<file path="src/rtl/ptdec_pkg.sv">
`timescale 1ns / 1ps

package ptdec_pkg;

    // default geometry of the sheet
    localparam int TILE_WIDTH_DEFAULT   = 16;
    localparam int TILE_HEIGHT_DEFAULT  = 16;
    localparam int ADDRESS_BITS_DEFAULT = 20;

    // fixed field widths
    localparam int DATA_WIDTH          = 8;
    localparam int PIXEL_ADDRESS_WIDTH = 20;
    localparam int PIXEL_COLOR_WIDTH   = 32;
    localparam int COLUMN_WIDTH        = 8;
    localparam int ROW_WIDTH           = 12;
    localparam int Y_OFFSET_WIDTH      = 16;
    localparam int BYTE_COUNT_WIDTH    = 16;
    localparam int FILLER_WIDTH        = 4;
    localparam int PLANE_COUNT         = 4;

    // configuration port
    localparam int CFG_INDEX_WIDTH = 8;
    localparam int CFG_VALUE_WIDTH = 8;
    localparam logic [CFG_INDEX_WIDTH-1:0] CFG_SPRITES_PER_ROW = 8'd0;
    localparam logic [CFG_INDEX_WIDTH-1:0] CFG_FILLER_SLOTS    = 8'd1;

    // register reset values
    localparam int SPRITES_PER_ROW_RESET = 52;
    localparam int FILLER_SLOTS_RESET    = 2;

    // 16-color palette, ARGB8888, indexed by {intensity, red, green, blue}
    localparam logic [PIXEL_COLOR_WIDTH-1:0] PALETTE [16] = '{
        32'hFF000000, 32'hFF0000AA, 32'hFF00AA00, 32'hFF00AAAA,
        32'hFFAA0000, 32'hFFAA00AA, 32'hFFAA5500, 32'hFFAAAAAA,
        32'hFF555555, 32'hFF5555FF, 32'hFF55FF55, 32'hFF55FFFF,
        32'hFFFF5555, 32'hFFFF55FF, 32'hFFFFFFAA, 32'hFFFFFFFF
    };

    typedef struct packed {
        logic [DATA_WIDTH-1:0] data_byte;
        logic                  file_start;
    } raw_item_t;

    typedef struct packed {
        logic [PIXEL_ADDRESS_WIDTH-1:0] pixel_address;
        logic [PIXEL_COLOR_WIDTH-1:0]   pixel_color;
        logic                           out_of_range;
        logic                           last_of_byte;
    } pixel_item_t;

    typedef enum logic [2:0] {
        PH_COUNT,
        PH_WIDTH,
        PH_HEIGHT,
        PH_DATA,
        PH_SKIP
    } phase_t;

    typedef struct packed {
        logic [ROW_WIDTH-1:0]    row;
        logic [COLUMN_WIDTH-1:0] col;
    } slot_t;

    // step to the next grid slot, wrapping the column at the row length
    function automatic slot_t slot_advance(slot_t cur, logic [COLUMN_WIDTH-1:0] spr);
        logic [COLUMN_WIDTH:0] n;
        logic [COLUMN_WIDTH:0] nxt;
        slot_t                 res;
        n   = (spr == '0) ? (COLUMN_WIDTH+1)'(1) : {1'b0, spr};
        nxt = {1'b0, cur.col} + (COLUMN_WIDTH+1)'(1);
        if (nxt >= n) begin
            res.col = '0;
            res.row = cur.row + ROW_WIDTH'(1);
        end
        else begin
            res.col = nxt[COLUMN_WIDTH-1:0];
            res.row = cur.row;
        end
        return res;
    endfunction

endpackage

</file>
<file path="src/rtl/planar_tile_sheet_decoder_unit.sv">
`timescale 1ns / 1ps

// Planar tile sheet decoder. Takes a sprite file one byte per request: a
// three-byte group header (sprite count, width in plane bytes, height in rows)
// and then runs of five plane bytes (transparency, blue, green, red,
// intensity). Each run gives eight pixel requests with sheet address and ARGB
// color, one per cycle unless the output stalls, from a single pixel emitter;
// the fifth byte starts the emitter, and each pixel then passes through the
// registered stages p1, p2 and p3 to the output. Header and the first four
// plane bytes of a run are taken one per cycle, also while the emitter is
// busy; the fifth byte of a run waits until the emitter is on the last pixel
// of the run before. After the last run of a nonempty group the slot index
// steps over the filler slots one per cycle, and while it does, neither input
// bytes nor register writes are taken. No clearing pass after reset.
module planar_tile_sheet_decoder_unit #(
    parameter int TILE_WIDTH   = ptdec_pkg::TILE_WIDTH_DEFAULT,
    parameter int TILE_HEIGHT  = ptdec_pkg::TILE_HEIGHT_DEFAULT,
    parameter int ADDRESS_BITS = ptdec_pkg::ADDRESS_BITS_DEFAULT
) (
    input  logic                                     clk,
    input  logic                                     rst_n,
    input  logic                                     raw_valid,
    output logic                                     raw_ready,
    input  ptdec_pkg::raw_item_t                     raw_item,
    output logic                                     pix_valid,
    input  logic                                     pix_ready,
    output ptdec_pkg::pixel_item_t                   pix_item,
    input  logic                                     cfg_valid,
    output logic                                     cfg_ready,
    input  logic [ptdec_pkg::CFG_INDEX_WIDTH-1:0]    cfg_index,
    input  logic [ptdec_pkg::CFG_VALUE_WIDTH-1:0]    cfg_value
);

    import ptdec_pkg::*;

    // derived widths
    localparam int XW  = $clog2(TILE_WIDTH);
    localparam int PXW = COLUMN_WIDTH + $clog2(TILE_WIDTH);
    localparam int SWW = PXW;
    localparam int PYW = ROW_WIDTH + $clog2(TILE_HEIGHT) + 2;
    localparam int PW  = PYW + SWW;
    localparam int AW  = PW + 1;

    // configuration registers
    logic [COLUMN_WIDTH-1:0] spr_reg;
    logic [FILLER_WIDTH-1:0] filler_reg;
    logic [SWW-1:0]          sheet_w_reg;

    // parser state
    phase_t                      phase_reg, phase_next;
    logic [DATA_WIDTH-1:0]       count_reg, count_next;
    logic [DATA_WIDTH-1:0]       width_reg, width_next;
    logic [BYTE_COUNT_WIDTH-1:0] wh_reg, wh_next;
    logic [DATA_WIDTH-1:0]       sprite_reg, sprite_next;
    logic [BYTE_COUNT_WIDTH-1:0] byte_cnt_reg, byte_cnt_next;
    logic [2:0]                  pos_reg, pos_next;
    logic [COLUMN_WIDTH-1:0]     col_reg, col_next;
    logic [ROW_WIDTH-1:0]        row_reg, row_next;
    logic [XW-1:0]               x_reg, x_next;
    logic [Y_OFFSET_WIDTH-1:0]   y_reg, y_next;
    logic [FILLER_WIDTH-1:0]     skip_reg, skip_next;
    logic [DATA_WIDTH-1:0]       planes_reg [PLANE_COUNT];

    // emitter state
    logic                      em_valid_reg;
    logic [2:0]                em_bit_reg;
    logic [DATA_WIDTH-1:0]     em_t_reg, em_b_reg, em_g_reg, em_r_reg, em_i_reg;
    logic [COLUMN_WIDTH-1:0]   em_col_reg;
    logic [ROW_WIDTH-1:0]      em_row_reg;
    logic [XW-1:0]             em_x_reg;
    logic [Y_OFFSET_WIDTH-1:0] em_y_reg;

    // address pipeline
    logic                         p1_valid_reg, p2_valid_reg, p3_valid_reg;
    logic [PXW-1:0]               p1_px_reg, p2_px_reg;
    logic [PYW-1:0]               p1_py_reg;
    logic [PW-1:0]                p2_prod_reg;
    logic [PIXEL_COLOR_WIDTH-1:0] p1_color_reg, p2_color_reg;
    logic                         p1_last_reg, p2_last_reg;
    pixel_item_t                  p3_item_reg;

    logic                         raw_fire;
    logic                         launch;
    logic                         plane_write;
    logic                         adv;
    logic                         em_free;
    slot_t                        slot_adv;
    logic [XW:0]                  x8;
    logic [XW:0]                  em_x1;
    logic [3:0]                   color_idx;
    logic [PIXEL_COLOR_WIDTH-1:0] color;
    logic [PXW-1:0]               px;
    logic [PYW-1:0]               py;
    logic [AW-1:0]                addr;
    logic [COLUMN_WIDTH-1:0]      spr_eff;

    // handshakes
    assign adv       = !p3_valid_reg || pix_ready;
    assign em_free   = !em_valid_reg || (em_bit_reg == 3'd0 && adv);
    assign raw_ready = (phase_reg != PH_SKIP)
                       && (!(phase_reg == PH_DATA && pos_reg == 3'd4) || em_free);
    assign cfg_ready = (phase_reg != PH_SKIP);
    assign raw_fire  = raw_valid && raw_ready;
    assign launch    = raw_fire && !raw_item.file_start
                       && phase_reg == PH_DATA && pos_reg == 3'd4;
    assign plane_write = raw_fire && !raw_item.file_start
                         && phase_reg == PH_DATA && pos_reg != 3'd4;

    // configuration writes
    assign spr_eff = (cfg_value[COLUMN_WIDTH-1:0] == '0) ? COLUMN_WIDTH'(1)
                                                         : cfg_value[COLUMN_WIDTH-1:0];

    always_ff @(posedge clk or negedge rst_n)
    begin
        if (!rst_n)
        begin
            spr_reg     <= COLUMN_WIDTH'(SPRITES_PER_ROW_RESET);
            filler_reg  <= FILLER_WIDTH'(FILLER_SLOTS_RESET);
            sheet_w_reg <= SWW'(SPRITES_PER_ROW_RESET * TILE_WIDTH);
        end
        else if (cfg_valid && cfg_ready)
        begin
            if (cfg_index == CFG_SPRITES_PER_ROW)
            begin
                spr_reg     <= cfg_value[COLUMN_WIDTH-1:0];
                sheet_w_reg <= SWW'(spr_eff) * SWW'(TILE_WIDTH);
            end
            else if (cfg_index == CFG_FILLER_SLOTS)
            begin
                filler_reg <= cfg_value[FILLER_WIDTH-1:0];
            end
        end
    end

    // parser next state
    always_comb
    begin
        phase_next    = phase_reg;
        count_next    = count_reg;
        width_next    = width_reg;
        wh_next       = wh_reg;
        sprite_next   = sprite_reg;
        byte_cnt_next = byte_cnt_reg;
        pos_next      = pos_reg;
        col_next      = col_reg;
        row_next      = row_reg;
        x_next        = x_reg;
        y_next        = y_reg;
        skip_next     = skip_reg;
        slot_adv      = slot_advance('{row: row_reg, col: col_reg}, spr_reg);
        x8            = {1'b0, x_reg} + (XW+1)'(8);

        unique case (phase_reg)
            PH_SKIP:
            begin
                col_next  = slot_adv.col;
                row_next  = slot_adv.row;
                skip_next = skip_reg - FILLER_WIDTH'(1);
                if (skip_reg == FILLER_WIDTH'(1))
                begin
                    phase_next = PH_COUNT;
                end
            end
            default:
            begin
                if (raw_fire && raw_item.file_start)
                begin
                    // new file: clear parser and slot index, byte is header byte zero
                    count_next    = raw_item.data_byte;
                    phase_next    = PH_WIDTH;
                    col_next      = '0;
                    row_next      = '0;
                    sprite_next   = '0;
                    byte_cnt_next = '0;
                    pos_next      = '0;
                    x_next        = '0;
                    y_next        = '0;
                end
                else if (raw_fire)
                begin
                    unique case (phase_reg)
                        PH_COUNT:
                        begin
                            count_next = raw_item.data_byte;
                            phase_next = PH_WIDTH;
                        end
                        PH_WIDTH:
                        begin
                            width_next = raw_item.data_byte;
                            phase_next = PH_HEIGHT;
                        end
                        PH_HEIGHT:
                        begin
                            wh_next = BYTE_COUNT_WIDTH'(width_reg)
                                      * BYTE_COUNT_WIDTH'(raw_item.data_byte);
                            if (count_reg == '0 || width_reg == '0
                                || raw_item.data_byte == '0)
                            begin
                                phase_next = PH_COUNT;
                            end
                            else
                            begin
                                phase_next    = PH_DATA;
                                sprite_next   = '0;
                                byte_cnt_next = '0;
                                pos_next      = '0;
                                x_next        = '0;
                                y_next        = '0;
                            end
                        end
                        default:
                        begin
                            if (pos_reg != 3'd4)
                            begin
                                pos_next = pos_reg + 3'd1;
                            end
                            else
                            begin
                                // run complete: pixel walk moves on by eight
                                pos_next = '0;
                                if (x8 >= (XW+1)'(TILE_WIDTH))
                                begin
                                    x_next = XW'(x8 - (XW+1)'(TILE_WIDTH));
                                    y_next = y_reg + Y_OFFSET_WIDTH'(1);
                                end
                                else
                                begin
                                    x_next = x8[XW-1:0];
                                end
                                // sprite and group end
                                if ({1'b0, byte_cnt_reg} + (BYTE_COUNT_WIDTH+1)'(1)
                                    >= {1'b0, wh_reg})
                                begin
                                    byte_cnt_next = '0;
                                    x_next        = '0;
                                    y_next        = '0;
                                    col_next      = slot_adv.col;
                                    row_next      = slot_adv.row;
                                    if ({1'b0, sprite_reg} + (DATA_WIDTH+1)'(1)
                                        >= {1'b0, count_reg})
                                    begin
                                        sprite_next = '0;
                                        if (filler_reg != '0)
                                        begin
                                            phase_next = PH_SKIP;
                                            skip_next  = filler_reg;
                                        end
                                        else
                                        begin
                                            phase_next = PH_COUNT;
                                        end
                                    end
                                    else
                                    begin
                                        sprite_next = sprite_reg + DATA_WIDTH'(1);
                                    end
                                end
                                else
                                begin
                                    byte_cnt_next = byte_cnt_reg + BYTE_COUNT_WIDTH'(1);
                                end
                            end
                        end
                    endcase
                end
            end
        endcase
    end

    // parser registers
    always_ff @(posedge clk or negedge rst_n)
    begin
        if (!rst_n)
        begin
            phase_reg    <= PH_COUNT;
            count_reg    <= '0;
            width_reg    <= '0;
            wh_reg       <= '0;
            sprite_reg   <= '0;
            byte_cnt_reg <= '0;
            pos_reg      <= '0;
            col_reg      <= '0;
            row_reg      <= '0;
            x_reg        <= '0;
            y_reg        <= '0;
            skip_reg     <= '0;
        end
        else
        begin
            phase_reg    <= phase_next;
            count_reg    <= count_next;
            width_reg    <= width_next;
            wh_reg       <= wh_next;
            sprite_reg   <= sprite_next;
            byte_cnt_reg <= byte_cnt_next;
            pos_reg      <= pos_next;
            col_reg      <= col_next;
            row_reg      <= row_next;
            x_reg        <= x_next;
            y_reg        <= y_next;
            skip_reg     <= skip_next;
        end
    end

    // first four plane bytes of a run
    always_ff @(posedge clk)
    begin
        if (plane_write)
        begin
            planes_reg[pos_reg[1:0]] <= raw_item.data_byte;
        end
    end

    // emitter control: eight pixels per run, bit 7 first
    always_ff @(posedge clk or negedge rst_n)
    begin
        if (!rst_n)
        begin
            em_valid_reg <= 1'b0;
            em_bit_reg   <= '0;
        end
        else if (launch)
        begin
            em_valid_reg <= 1'b1;
            em_bit_reg   <= 3'd7;
        end
        else if (em_valid_reg && adv)
        begin
            if (em_bit_reg == 3'd0)
            begin
                em_valid_reg <= 1'b0;
            end
            else
            begin
                em_bit_reg <= em_bit_reg - 3'd1;
            end
        end
    end

    // emitter payload and per-pixel walk
    assign em_x1 = {1'b0, em_x_reg} + (XW+1)'(1);

    always_ff @(posedge clk)
    begin
        if (launch)
        begin
            em_t_reg   <= planes_reg[0];
            em_b_reg   <= planes_reg[1];
            em_g_reg   <= planes_reg[2];
            em_r_reg   <= planes_reg[3];
            em_i_reg   <= raw_item.data_byte;
            em_col_reg <= col_reg;
            em_row_reg <= row_reg;
            em_x_reg   <= x_reg;
            em_y_reg   <= y_reg;
        end
        else if (em_valid_reg && adv)
        begin
            if (em_x1 >= (XW+1)'(TILE_WIDTH))
            begin
                em_x_reg <= '0;
                em_y_reg <= em_y_reg + Y_OFFSET_WIDTH'(1);
            end
            else
            begin
                em_x_reg <= em_x1[XW-1:0];
            end
        end
    end

    // pixel color and sheet coordinates
    assign color_idx = {em_i_reg[em_bit_reg], em_r_reg[em_bit_reg],
                        em_g_reg[em_bit_reg], em_b_reg[em_bit_reg]};
    assign color     = em_t_reg[em_bit_reg] ? PALETTE[color_idx] : '0;
    assign px        = PXW'(em_col_reg) * PXW'(TILE_WIDTH) + PXW'(em_x_reg);
    assign py        = PYW'(em_row_reg) * PYW'(TILE_HEIGHT) + PYW'(em_y_reg);
    assign addr      = AW'(p2_prod_reg) + AW'(p2_px_reg);

    // pipeline valids, all stages move together
    always_ff @(posedge clk or negedge rst_n)
    begin
        if (!rst_n)
        begin
            p1_valid_reg <= 1'b0;
            p2_valid_reg <= 1'b0;
            p3_valid_reg <= 1'b0;
        end
        else if (adv)
        begin
            p1_valid_reg <= em_valid_reg;
            p2_valid_reg <= p1_valid_reg;
            p3_valid_reg <= p2_valid_reg;
        end
    end

    // pipeline payload: coordinates, row product, final address
    always_ff @(posedge clk)
    begin
        if (adv)
        begin
            p1_px_reg                 <= px;
            p1_py_reg                 <= py;
            p1_color_reg              <= color;
            p1_last_reg               <= (em_bit_reg == 3'd0);
            p2_px_reg                 <= p1_px_reg;
            p2_prod_reg               <= PW'(p1_py_reg) * PW'(sheet_w_reg);
            p2_color_reg              <= p1_color_reg;
            p2_last_reg               <= p1_last_reg;
            p3_item_reg.pixel_address <= addr[PIXEL_ADDRESS_WIDTH-1:0];
            p3_item_reg.pixel_color   <= p2_color_reg;
            p3_item_reg.out_of_range  <= ((addr >> ADDRESS_BITS) != '0);
            p3_item_reg.last_of_byte  <= p2_last_reg;
        end
    end

    assign pix_valid = p3_valid_reg;
    assign pix_item  = p3_item_reg;

    // a new run only enters when the emitter is free
    a_launch_free: assert property (@(posedge clk) disable iff (!rst_n)
        launch |-> (!em_valid_reg || (em_bit_reg == 3'd0 && adv)))
        else $error("run launched while emitter busy");

    // emitter walks the bits down one per advancing cycle
    a_em_count: assert property (@(posedge clk) disable iff (!rst_n)
        (em_valid_reg && adv && em_bit_reg != 3'd0 && !launch)
        |=> (em_valid_reg && em_bit_reg == $past(em_bit_reg) - 3'd1))
        else $error("emitter bit count skipped");

    // pixel walk column stays inside the tile
    a_x_range: assert property (@(posedge clk) disable iff (!rst_n)
        (32'(x_reg) < TILE_WIDTH) && (!em_valid_reg || 32'(em_x_reg) < TILE_WIDTH))
        else $error("x offset outside tile");

    // plane position never passes the fifth byte
    a_pos_range: assert property (@(posedge clk) disable iff (!rst_n)
        (pos_reg <= 3'd4) && (pos_reg == 3'd0 || phase_reg == PH_DATA))
        else $error("plane position out of range");

endmodule
</file>
<file path="config.mk">
export PLATFORM = sky130hd
export DESIGN_NAME = planar_tile_sheet_decoder_unit
export DESIGN_NICKNAME = d
export VERILOG_FILES = /design/src/rtl/ptdec_pkg.sv /design/src/rtl/planar_tile_sheet_decoder_unit.sv
export SDC_FILE = /design/constraint.sdc
export NUM_CORES = 1
export LEC_CHECK = 0
export BUFFER_PORTS_ARGS = -buffer_cell sky130_fd_sc_hd__buf_2
export CORE_MARGIN = 2
export CORE_UTILIZATION = 60
export DETAILED_ROUTE_END_ITERATION = 8
export PLACE_DENSITY = 0.78
export SETUP_SLACK_MARGIN = 0.15
export SKIP_LAST_GASP = 1
export SLEW_MARGIN = 20
export SYNTH_ARGS = -nofsm -noshare
export SYNTH_HDL_FRONTEND = slang
export SYNTH_SLANG_ARGS = --single-unit
</file>
<file path="constraint.sdc">
create_clock -name clk -period 7.3 [get_ports clk]
set_clock_uncertainty 0.1 [all_clocks]
set_input_delay 1.46 -clock clk [delete_from_list [all_inputs] [get_ports clk]]
set_output_delay 1.46 -clock clk [all_outputs]
set_load 0.03 [all_outputs]
</file>
==> run metrics, run 1 <==
Critical Path End Type=flip-flop; CTS sink count=354; Ys Warns=0; standard-cell row count=71; Syn Area/Cell=10.9 sq um; Distinct cells, synth=between 70 and 80; kind of critical path=flip-flop to flip-flop; most frequent cells in the layout=inv_1, edfxtp_1, nand2_1, and2_1, ha_1; Main synth FF type=edfxtp_1; hold buffer count at cts=0; share of layout cells above drive strength 1=between 10% and 20%; clock-pin slew on the worst setup and hold paths=60 ps; Crit. Startpoint=sheet_w_reg[11]$_DFFE_PN0P_; sequential element share of the synthesized area=44.0%; Hold Startpoint=em_col_reg[4]$_DFFE_PP_; vias in the first global route=15900; Total Wirelength=between 40000 and 50000 um; Wirelength per Cell=17.4 um; Total GRT Usage=25.0%; endpoints failing setup=0; drt initial violations=937; Initial Util=between 60% and 70%; commonest non-fill, non-tap cell in the layout=inv_1; final RePlAce weighted congestion=0.873; P_leak=11.1 nW; FMAX=0.180 GHz; ys async rst share=36.7%; WP data arrival=5760 ps; vias per inst=5.77; total gr overflow=0; TritonCTS buffer count=38; Post-synth EDFFs=about 220; Final #Nets=around 2400; FF-to-FF Start=sheet_w_reg[11]$_DFFE_PN0P_; number of fill cells=2761; Cells after Synth=between 2000 and 2500; hpwl dp=33600 um; TritonRoute pass-1 iters=5; PwrDens=approximately 450 nW/um^2; Sequential cell area=roughly 10000 sq um; Clock Power Share=between 10% and 20%; PostCTS Resize Cnt=0; initial antenna violation count=3; area delta synth->final=9.36%; largest net degree at the start of global routing=79; Switching Share=about two fifths; highest net fanout along the worst path=18; Worst-Margin Slew=1010 ps; die width=199 um; Yosys top cell area share=29.6%; synth top area cells=edfxtp_1, dfrtp_1, fa_1; Final Max Slew Viols=0; maximum VDD drop=between 300 and 400 uV; I/O Pins=87; relative slew slack=32.3%; H-tree levels=2; Multi-input gate area=between 10000 and 15000 sq um; Yosys top cell by area=edfxtp_1; post-CTS setup buffers=0; outcome=complete, no violations; DRT antenna net count=0; Comb pwr share=53.4%; worst setup slack after layout=1740 ps; Max-Cap Viols=0; unrepaired setup endpoints after global routing=false; syn nets=2397; Port Buffers=86; fin crit period=5560 ps; Reg power frac=27.8%; die height=199 um; worst min path class=flip-flop to flip-flop; DIE AREA=39400 sq um; CTS tree=done; first-pass GRT wire length=78400 um; Clk Latency, worst-skew pair=590 ps; Fin. Hold Viols=0; number of flip-flops under the largest register name=32; vias=around 15000; Mapped Area=22700 sq um; period utilization=76.2%; Crit path required time=7500 ps; CP Launch Type=flip-flop; DRC=0; FF+latch count, synth=354; Place WS=between 1000 and 1500 ps; Core Area=between 30000 and 40000 sq um; cell-internal power=around 6.5 mW; Setup TNS=0 ps; clock root buffer=clkbuf_16; P_sw=4.60 mW; Clock Tree Buf Depth=3
## power by group through the flow
stage / clock [mW] / combinational (mW) / sequential (mW)
after floorplan: 0 / 4.88 / 3.09
after global placement: 0 / 5.64 / 3.10
after detailed placement: 0 / 5.85 / 3.12
after CTS: 2.13 / 5.93 / 3.09
after global routing: 2.20 / 6.78 / 3.14
final: 2.10 / 5.93 / 3.09
## metrics by stage
stage	instances	instance area (sq um)	total power [mW]	util (%)	hold slack, ps
global route	2677	24800	12.1	66.2	319
finish	2678	24800	11.1	66.2	315
floorplan	2087	22700	7.97	-	300
detailed placement	2605	23400	8.97	62.5	305
global placement	2605	23400	8.75	62.5	301
CTS	2674	24800	11.1	66.2	311
## cell type report
type                       instances  area share [%]
inverter                         238            3.61
clock buffer                      47            4.17
sequential                       354            40.2
timing repair buffer              98            2.12
multi-input combinational       1405            45.8
tap                              511            2.58
antenna                            3          0.0302
clock inverter                    22            1.44
## path summary, 6_finish.rpt
| path | end | slack, ps | cells after the start |
|---|---|---|---|
| min in group asynchronous | col_reg[2]$_DFFE_PN0P_ | 920 | 1 |
| setup / recovery | p2_prod_reg[29]$_DFFE_PN_ | 1740 | 16 |
| hold / removal | p1_px_reg[8]$_DFFE_PN_ | 310 | 0 |
| hold reg to reg | p1_px_reg[8]$_DFFE_PN_ | 310 | 0 |
| max in group asynchronous | y_reg[3]$_DFFE_PN0P_ | 4790 | 2 |
| setup reg to reg | p2_prod_reg[29]$_DFFE_PN_ | 1740 | 16 |
## worst max-delay path: stages (launching register included)
cell      delay [ps]
dfrtp_1          590
and2_1           290
fa_1             500
fa_1             520
fa_1             540
inv_1             60
fa_1             540
inv_1             40
ha_1             330
a21o_1           190
a21oi_1          170
a21boi_0         380
a311oi_1         160
o21a_1           240
a211o_1          290
o31ai_1          250
xnor2_1           90
## synth_stat cells, drive strengths merged, types with 9 or more instances
master  count
edfxtp    224
o21a       12
xnor2      55
nor4       13
o21ai     117
nor2       86
ha        152
nor2b      17
nand3      52
inv       238
a21oi      52
nor3       25
o31ai      14
mux2       27
or3         9
a21o       19
xor2       46
nand4      27
and2      158
or2        11
and3       28
fa        128
dfrtp     123
nand2b     16
clkbuf     50
a21boi      9
nand2     210
buf        40
a31oi      14
mux4       10
## routing by layer
layer  track usage [%]  wire [um]  up-vias
li1                  -          -     7231
met1              32.1      19800     7682
met2              43.3      23000      447
met3              4.37       2570      101
met4              8.35       1220        0
met5                 0          0        -
## cell families (layout without fill, tap and decap cells)
kind of cell	after synthesis	count (layout)	share of synthesized area, %
muxes	42	42	2.55
and+or+nand+nor	674	674	15.3
other	0	3	0
DFF	354	354	44.0
adders and majority gates	280	280	19.7
AOI/OAI and AO/OA	308	308	8.66
buffers and inverters	328	405	5.94
xor gates and xnor gates	101	101	3.90
Power figures use the tool's default switching activity.
==> run 2: changes to the inputs <==
- clock period: 7.3 -> 5.35 ns (I/O delays scaled with it)
==> run 2 against run 1 <==
Global-route usage up 0.26 points. Setup slack worse by 1500 ps. Non-clock buffer count up 53. Power up 49%. Routed wire length up 3.7%. Hold slack better by 3.6 ps. Register-to-register slack worse by 1500 ps. Fmax up 7.9%. Die area unchanged. Flip-flop and latch count unchanged. Critical path depth up 2. Clock-buffer cell count up 4. Critical path type unchanged. Critical endpoint is now p2_prod_reg[22]$_DFFE_PN_. Largest power group unchanged. Highest routed layer unchanged.
==> run metrics, run 2 (synthesized netlist as in run 1, its figures left out) <==
kind of critical path=flip-flop to flip-flop (unchanged); WP data arrival=5370 ps (was 5760 ps); largest net degree at the start of global routing=95 (was 79); die width=199 um (unchanged); initial antenna violation count=1 (was 3); CTS tree=done (unchanged); Clock Tree Buf Depth=3 (unchanged); commonest non-fill, non-tap cell in the layout=inv_1 (unchanged); Clk Latency, worst-skew pair=580 ps (was 590 ps); Max-Cap Viols=0 (unchanged); clock root buffer=clkbuf_16 (unchanged); Place WS=-72.3 ps (was 1430 ps); clock-pin slew on the worst setup and hold paths=60 ps (about the same); Critical Path End Type=flip-flop (unchanged); DRC=0 (unchanged); P_leak=11.3 nW (was 11.1 nW); Initial Util=60.6% (unchanged); total gr overflow=0 (unchanged); Wirelength per Cell=17.7 um (was 17.4 um); number of flip-flops under the largest register name=32 (unchanged); I/O Pins=87 (unchanged); vias=15600 (was 15500); DRT antenna net count=0 (unchanged); Worst-Margin Slew=933 ps (was 1010 ps); Final #Nets=2499 (was 2445); DIE AREA=39400 sq um (unchanged); Port Buffers=86 (unchanged); first-pass GRT wire length=79100 um (was 78400 um); Final Max Slew Viols=0 (unchanged); Final Core Density=67.9% (was 66.2%); highest net fanout along the worst path=6 (was 18); Total Wirelength=48400 um (was 46700 um); Core Area=37500 sq um (unchanged); maximum VDD drop=596 uV (was 326 uV); hpwl dp=33800 um (was 33600 um); outcome=complete, no violations (unchanged); relative slew slack=37.8% (was 32.3%); worst min path class=flip-flop to flip-flop (unchanged); total power=16.6 mW (was 11.1 mW); H-tree levels=2 (unchanged); standard-cell row count=71 (unchanged); most frequent cells in the layout=inv_1, edfxtp_1, nand2_1, and2_1, ha_1 (unchanged); fin crit period=5150 ps (was 5560 ps); TritonCTS buffer count=39 (was 38); die height=199 um (unchanged); PwrDens=653 nW/um^2 (was 448 nW/um^2); share of layout cells above drive strength 1=14.2% (was 10.7%); CTS sink count=354 (unchanged); Crit path required time=5560 ps (was 7500 ps); area delta synth->final=12.1% (was 9.36%); Fin. Hold Viols=0 (unchanged); hold slack=319 ps (was 315 ps); Total GRT Usage=25.3% (was 25.0%); final RePlAce weighted congestion=0.872 (was 0.873); vias per inst=5.72 (was 5.77); endpoints failing setup=0 (unchanged); TritonRoute pass-1 iters=5 (unchanged); worst setup slack after layout=197 ps (was 1740 ps); vias in the first global route=15900 (about the same); CP Launch Type=flip-flop (unchanged); period utilization=96.3% (was 76.2%); FMAX=0.194 GHz (was 0.180 GHz); drt initial violations=1021 (was 937); unrepaired setup endpoints after global routing=true (was false)
==> run 2: path summary, 6_finish.rpt <==
path	cells past startpoint	slack [ps]	start	endpoint
worst min register to register	0	320	p2_px_reg[2]$_DFFE_PN_	pix_item[36]$_DFFE_PN_
min in group asynchronous	1	550	rst_n	col_reg[1]$_DFFE_PN0P_
worst max-delay path	18	200	sheet_w_reg[9]$_DFFE_PN1P_	p2_prod_reg[22]$_DFFE_PN_
worst max register to register	18	200	sheet_w_reg[9]$_DFFE_PN1P_	p2_prod_reg[22]$_DFFE_PN_
max in group asynchronous	2	3600	rst_n	byte_cnt_reg[4]$_DFFE_PN0P_
worst min-delay path	0	320	p2_px_reg[2]$_DFFE_PN_	pix_item[36]$_DFFE_PN_
==> run 2: what timing repair did <==
action                                  CTS  global route
hold buffers                              0             0
setup buffers                            28            10
endpoints found under the setup margin    3             5
pin swaps                                13            22
resized for setup                        22            27
==> run 2: metal layers <==
| metal | part of all wire, % | vias up | global-route usage (%) |
|---|---|---|---|
| met3 | 5.2 | 86 | 4.07 |
| met5 | 0 | - | 0 |
| met4 | 2.5 | 0 | 7.16 |
| li1 | - | 7336 | - |
| met1 | 42 | 7739 | 33.0 |
| met2 | 50 | 466 | 43.9 |
==> run 2: area by class of cell <==
type	count	area [sq um]
fillers	2677	12000
clock buffers	51	1060
multi-input cells	1405	11600
well taps	511	639
flip-flops and latches	354	9990
clock inverters	21	294
diodes	1	2.50
inverters	238	897
repair buffers	151	968
==> run 2: report_power, final <==
| group | internal (mW) | switching, mW | leakage [nW] |
|---|---|---|---|
| sequential | 3.71 | 0.517 | 3.89 |
| clock | 1.67 | 1.14 | 0.647 |
| combinational | 4.23 | 5.37 | 6.79 |
| total | 9.60 | 7.02 | 11.3 |
==> run 2: stage by stage <==
stage / setup TNS, ps / std cells / area (sq um)
after CTS: 0 / 2720 / 25200
final: 0 / 2732 / 25500
after floorplan: 0 / 2087 / 22700
after detailed placement: -189 / 2620 / 23600
after global placement: 0 / 2620 / 23600
after global routing: 0 / 2732 / 25500
==> run 2: worst max-delay path, stage by stage (launching register included) <==
cell and delay [ps]:
dfstp_2 610, buf_4 160, and2_1 130, fa_1 440, fa_1 510, fa_1 540, inv_1 50, fa_1 520
inv_1 60, ha_4 260, a211o_1 270, o211ai_1 100, buf_4 180, nor2b_4 180, a311oi_2 120, o21a_1 230
o21a_1 180, o21ai_0 150, a211oi_1 100
==> run 3: changes to the inputs <==
- CORE_UTILIZATION: 60 -> 46
- PLACE_DENSITY: 0.78 -> 0.62
==> run 3 against run 2 <==
Routed wire length fell by 3.3%. Combinational power down 1%. Cell count is 5.3% higher. Largest cell class unchanged. Largest power group unchanged. Die area rose by 30%. First-iteration DRC count increased by 1.5%. Fmax rose by 0.86%. Hold slack worse by 1.5 ps. Final area is 0.46% higher. Clock power decreased by 10%.
==> run metrics, run 3 (synthesized netlist as in run 1, its figures left out) <==
Final Cell Area=25600 sq um (was 25500 sq um); area post-placement=23800 sq um (was 23600 sq um); Layout Cells excl Fill=2877 (was 2732); H-tree levels=2 (unchanged); P_leak=11.3 nW (about the same); Clock Tree Buf Depth=3 (unchanged); worst min path class=flip-flop to flip-flop (unchanged); period utilization=95.5% (was 96.3%); Final Max Slew Viols=0 (unchanged); TritonCTS buffer count=38 (was 39); commonest non-fill, non-tap cell in the layout=inv_1 (unchanged); placed cell count=2780 (was 2620); Total GRT Usage=19.0% (was 25.3%); TritonRoute pass-1 iters=5 (unchanged); total gr overflow=0 (unchanged); die width=226 um (was 199 um); endpoints failing setup=0 (unchanged); Port Buffers=86 (unchanged); DIE AREA=51100 sq um (was 39400 sq um); routed length on met3=1660 um (was 2490 um); CP Launch Type=flip-flop (unchanged); fin crit period=5110 ps (was 5150 ps); largest net degree at the start of global routing=96 (was 95); Clock Power Share=15.5% (was 16.9%); clock-pin slew on the worst setup and hold paths=60 ps (about the same); maximum VDD drop=491 uV (was 596 uV); Setup TNS=0 ps (unchanged); Fin. Hold Viols=0 (unchanged); final RePlAce weighted congestion=0.849 (was 0.872); WP data arrival=5310 ps (was 5370 ps); Max-Cap Viols=0 (unchanged); Comb pwr share=58.5% (was 57.7%); relative slew slack=38.8% (was 37.8%); Total Wirelength=46800 um (was 48400 um); Core Area=48800 sq um (was 37500 sq um); vias=15100 (was 15600); area delta synth->final=12.7% (was 12.1%); kind of critical path=flip-flop to flip-flop (unchanged); clock root buffer=clkbuf_16 (unchanged); P_sw=6.71 mW (was 7.02 mW); Initial Util=46.5% (was 60.6%); most frequent cells in the layout=inv_1, edfxtp_1, nand2_1, and2_1, ha_1 (unchanged); cell-internal power=9.46 mW (was 9.60 mW); first-pass GRT wire length=78000 um (was 79100 um); total power=16.2 mW (was 16.6 mW); standard-cell row count=81 (was 71); Switching Share=41.5% (was 42.2%); Detail Route met2 WL=22300 um (was 24300 um); DRT antenna net count=0 (unchanged); initial antenna violation count=1 (unchanged); outcome=complete, no violations (unchanged); CTS tree=done (unchanged); PwrDens=632 nW/um^2 (was 653 nW/um^2); DRC=0 (unchanged); number of flip-flops under the largest register name=32 (unchanged); metal1 wirelength=21800 um (was 20400 um); Reg power frac=26.0% (was 25.4%); die height=226 um (was 199 um); FMAX=0.196 GHz (was 0.194 GHz); I/O Pins=87 (unchanged); Worst-Margin Slew=918 ps (was 933 ps); Final #Nets=2494 (was 2499); highest net fanout along the worst path=5 (was 6); share of layout cells above drive strength 1=14.5% (was 14.2%); Clk Latency, worst-skew pair=570 ps (was 580 ps); hpwl dp=33900 um (was 33800 um); hold buffer count at cts=0 (unchanged); vias per inst=5.25 (was 5.72); hold slack=317 ps (was 319 ps); CTS sink count=354 (unchanged); Wirelength per Cell=16.3 um (was 17.7 um); Critical Path End Type=flip-flop (unchanged); unrepaired setup endpoints after global routing=true (unchanged); drt initial violations=1036 (was 1021); vias in the first global route=15400 (was 15900); Crit path required time=5560 ps (about the same); Top Layer Used=met4 (unchanged)
run 3: final cells by class:
| cell class | count | area (sq um) |
|---|---|---|
| Fill cell | 4298 | 23300 |
| Multi-Input combinational cell | 1405 | 11600 |
| Sequential cell | 354 | 10000 |
| Clock buffer | 56 | 1080 |
| Timing Repair Buffer | 147 | 991 |
| Inverter | 238 | 897 |
| Tap cell | 664 | 831 |
| Clock inverter | 12 | 126 |
| Antenna cell | 1 | 2.50 |
run 3: worst paths after layout:
path / from / end / slack [ps] / cells after the start
max: sheet_w_reg[6]$_DFFE_PN1P_ / p2_prod_reg[22]$_DFFE_PN_ / 240 / 18
min: em_col_reg[1]$_DFFE_PP_ / p1_px_reg[5]$_DFFE_PN_ / 320 / 0
max reg2reg: sheet_w_reg[6]$_DFFE_PN1P_ / p2_prod_reg[22]$_DFFE_PN_ / 240 / 18
min reg2reg: em_col_reg[1]$_DFFE_PP_ / p1_px_reg[5]$_DFFE_PN_ / 320 / 0
max in group asynchronous: rst_n / sheet_w_reg[11]$_DFFE_PN0P_ / 3550 / 2
min in group asynchronous: rst_n / y_reg[13]$_DFFE_PN0P_ / 470 / 1
run 3: metrics by stage:
| stage | worst slack, ps | util, % |
|---|---|---|
| final | 241 | 52.4 |
| after global routing | 87.3 | 52.4 |
| after CTS | 153 | 51.8 |
| after detailed placement | -37.2 | 48.7 |
| after global placement | 96.9 | 48.7 |
| after floorplan | 164 | - |
run 3: critical path, cell delays in order (launching register included):
cell	delay (ps)
dfstp_4	660
buf_12	110
and2_1	130
fa_1	450
fa_1	480
fa_1	540
inv_1	60
fa_1	530
inv_1	60
ha_4	250
a211o_1	250
o211ai_1	100
buf_4	170
nor2b_4	180
a311oi_4	120
o21a_1	230
o21a_1	210
o21ai_2	150
a211oi_2	80
run 3: layer usage:
metal	vias to the layer above	track usage, %
met2	297	31.9
li1	7315	-
met1	7437	25.7
met3	65	2.78
met5	-	0
met4	0	5.24
run 3: power groups by stage:
stage               logic (mW)  clock network, mW  registers [mW]
floorplan                 6.65                  0            4.22
global placement          8.01                  0            4.24
detailed placement        8.14                  0            4.26
CTS                       8.73               2.58            4.20
global route              10.7               2.68            4.28
finish                    9.46               2.51            4.20
run 3: timing repair:
action | in CTS | in global routing
buffers inserted | 17 | 11
setup endpoints to repair | 3 | 6
gates resized for setup | 37 | 37
pin swaps | 25 | 34
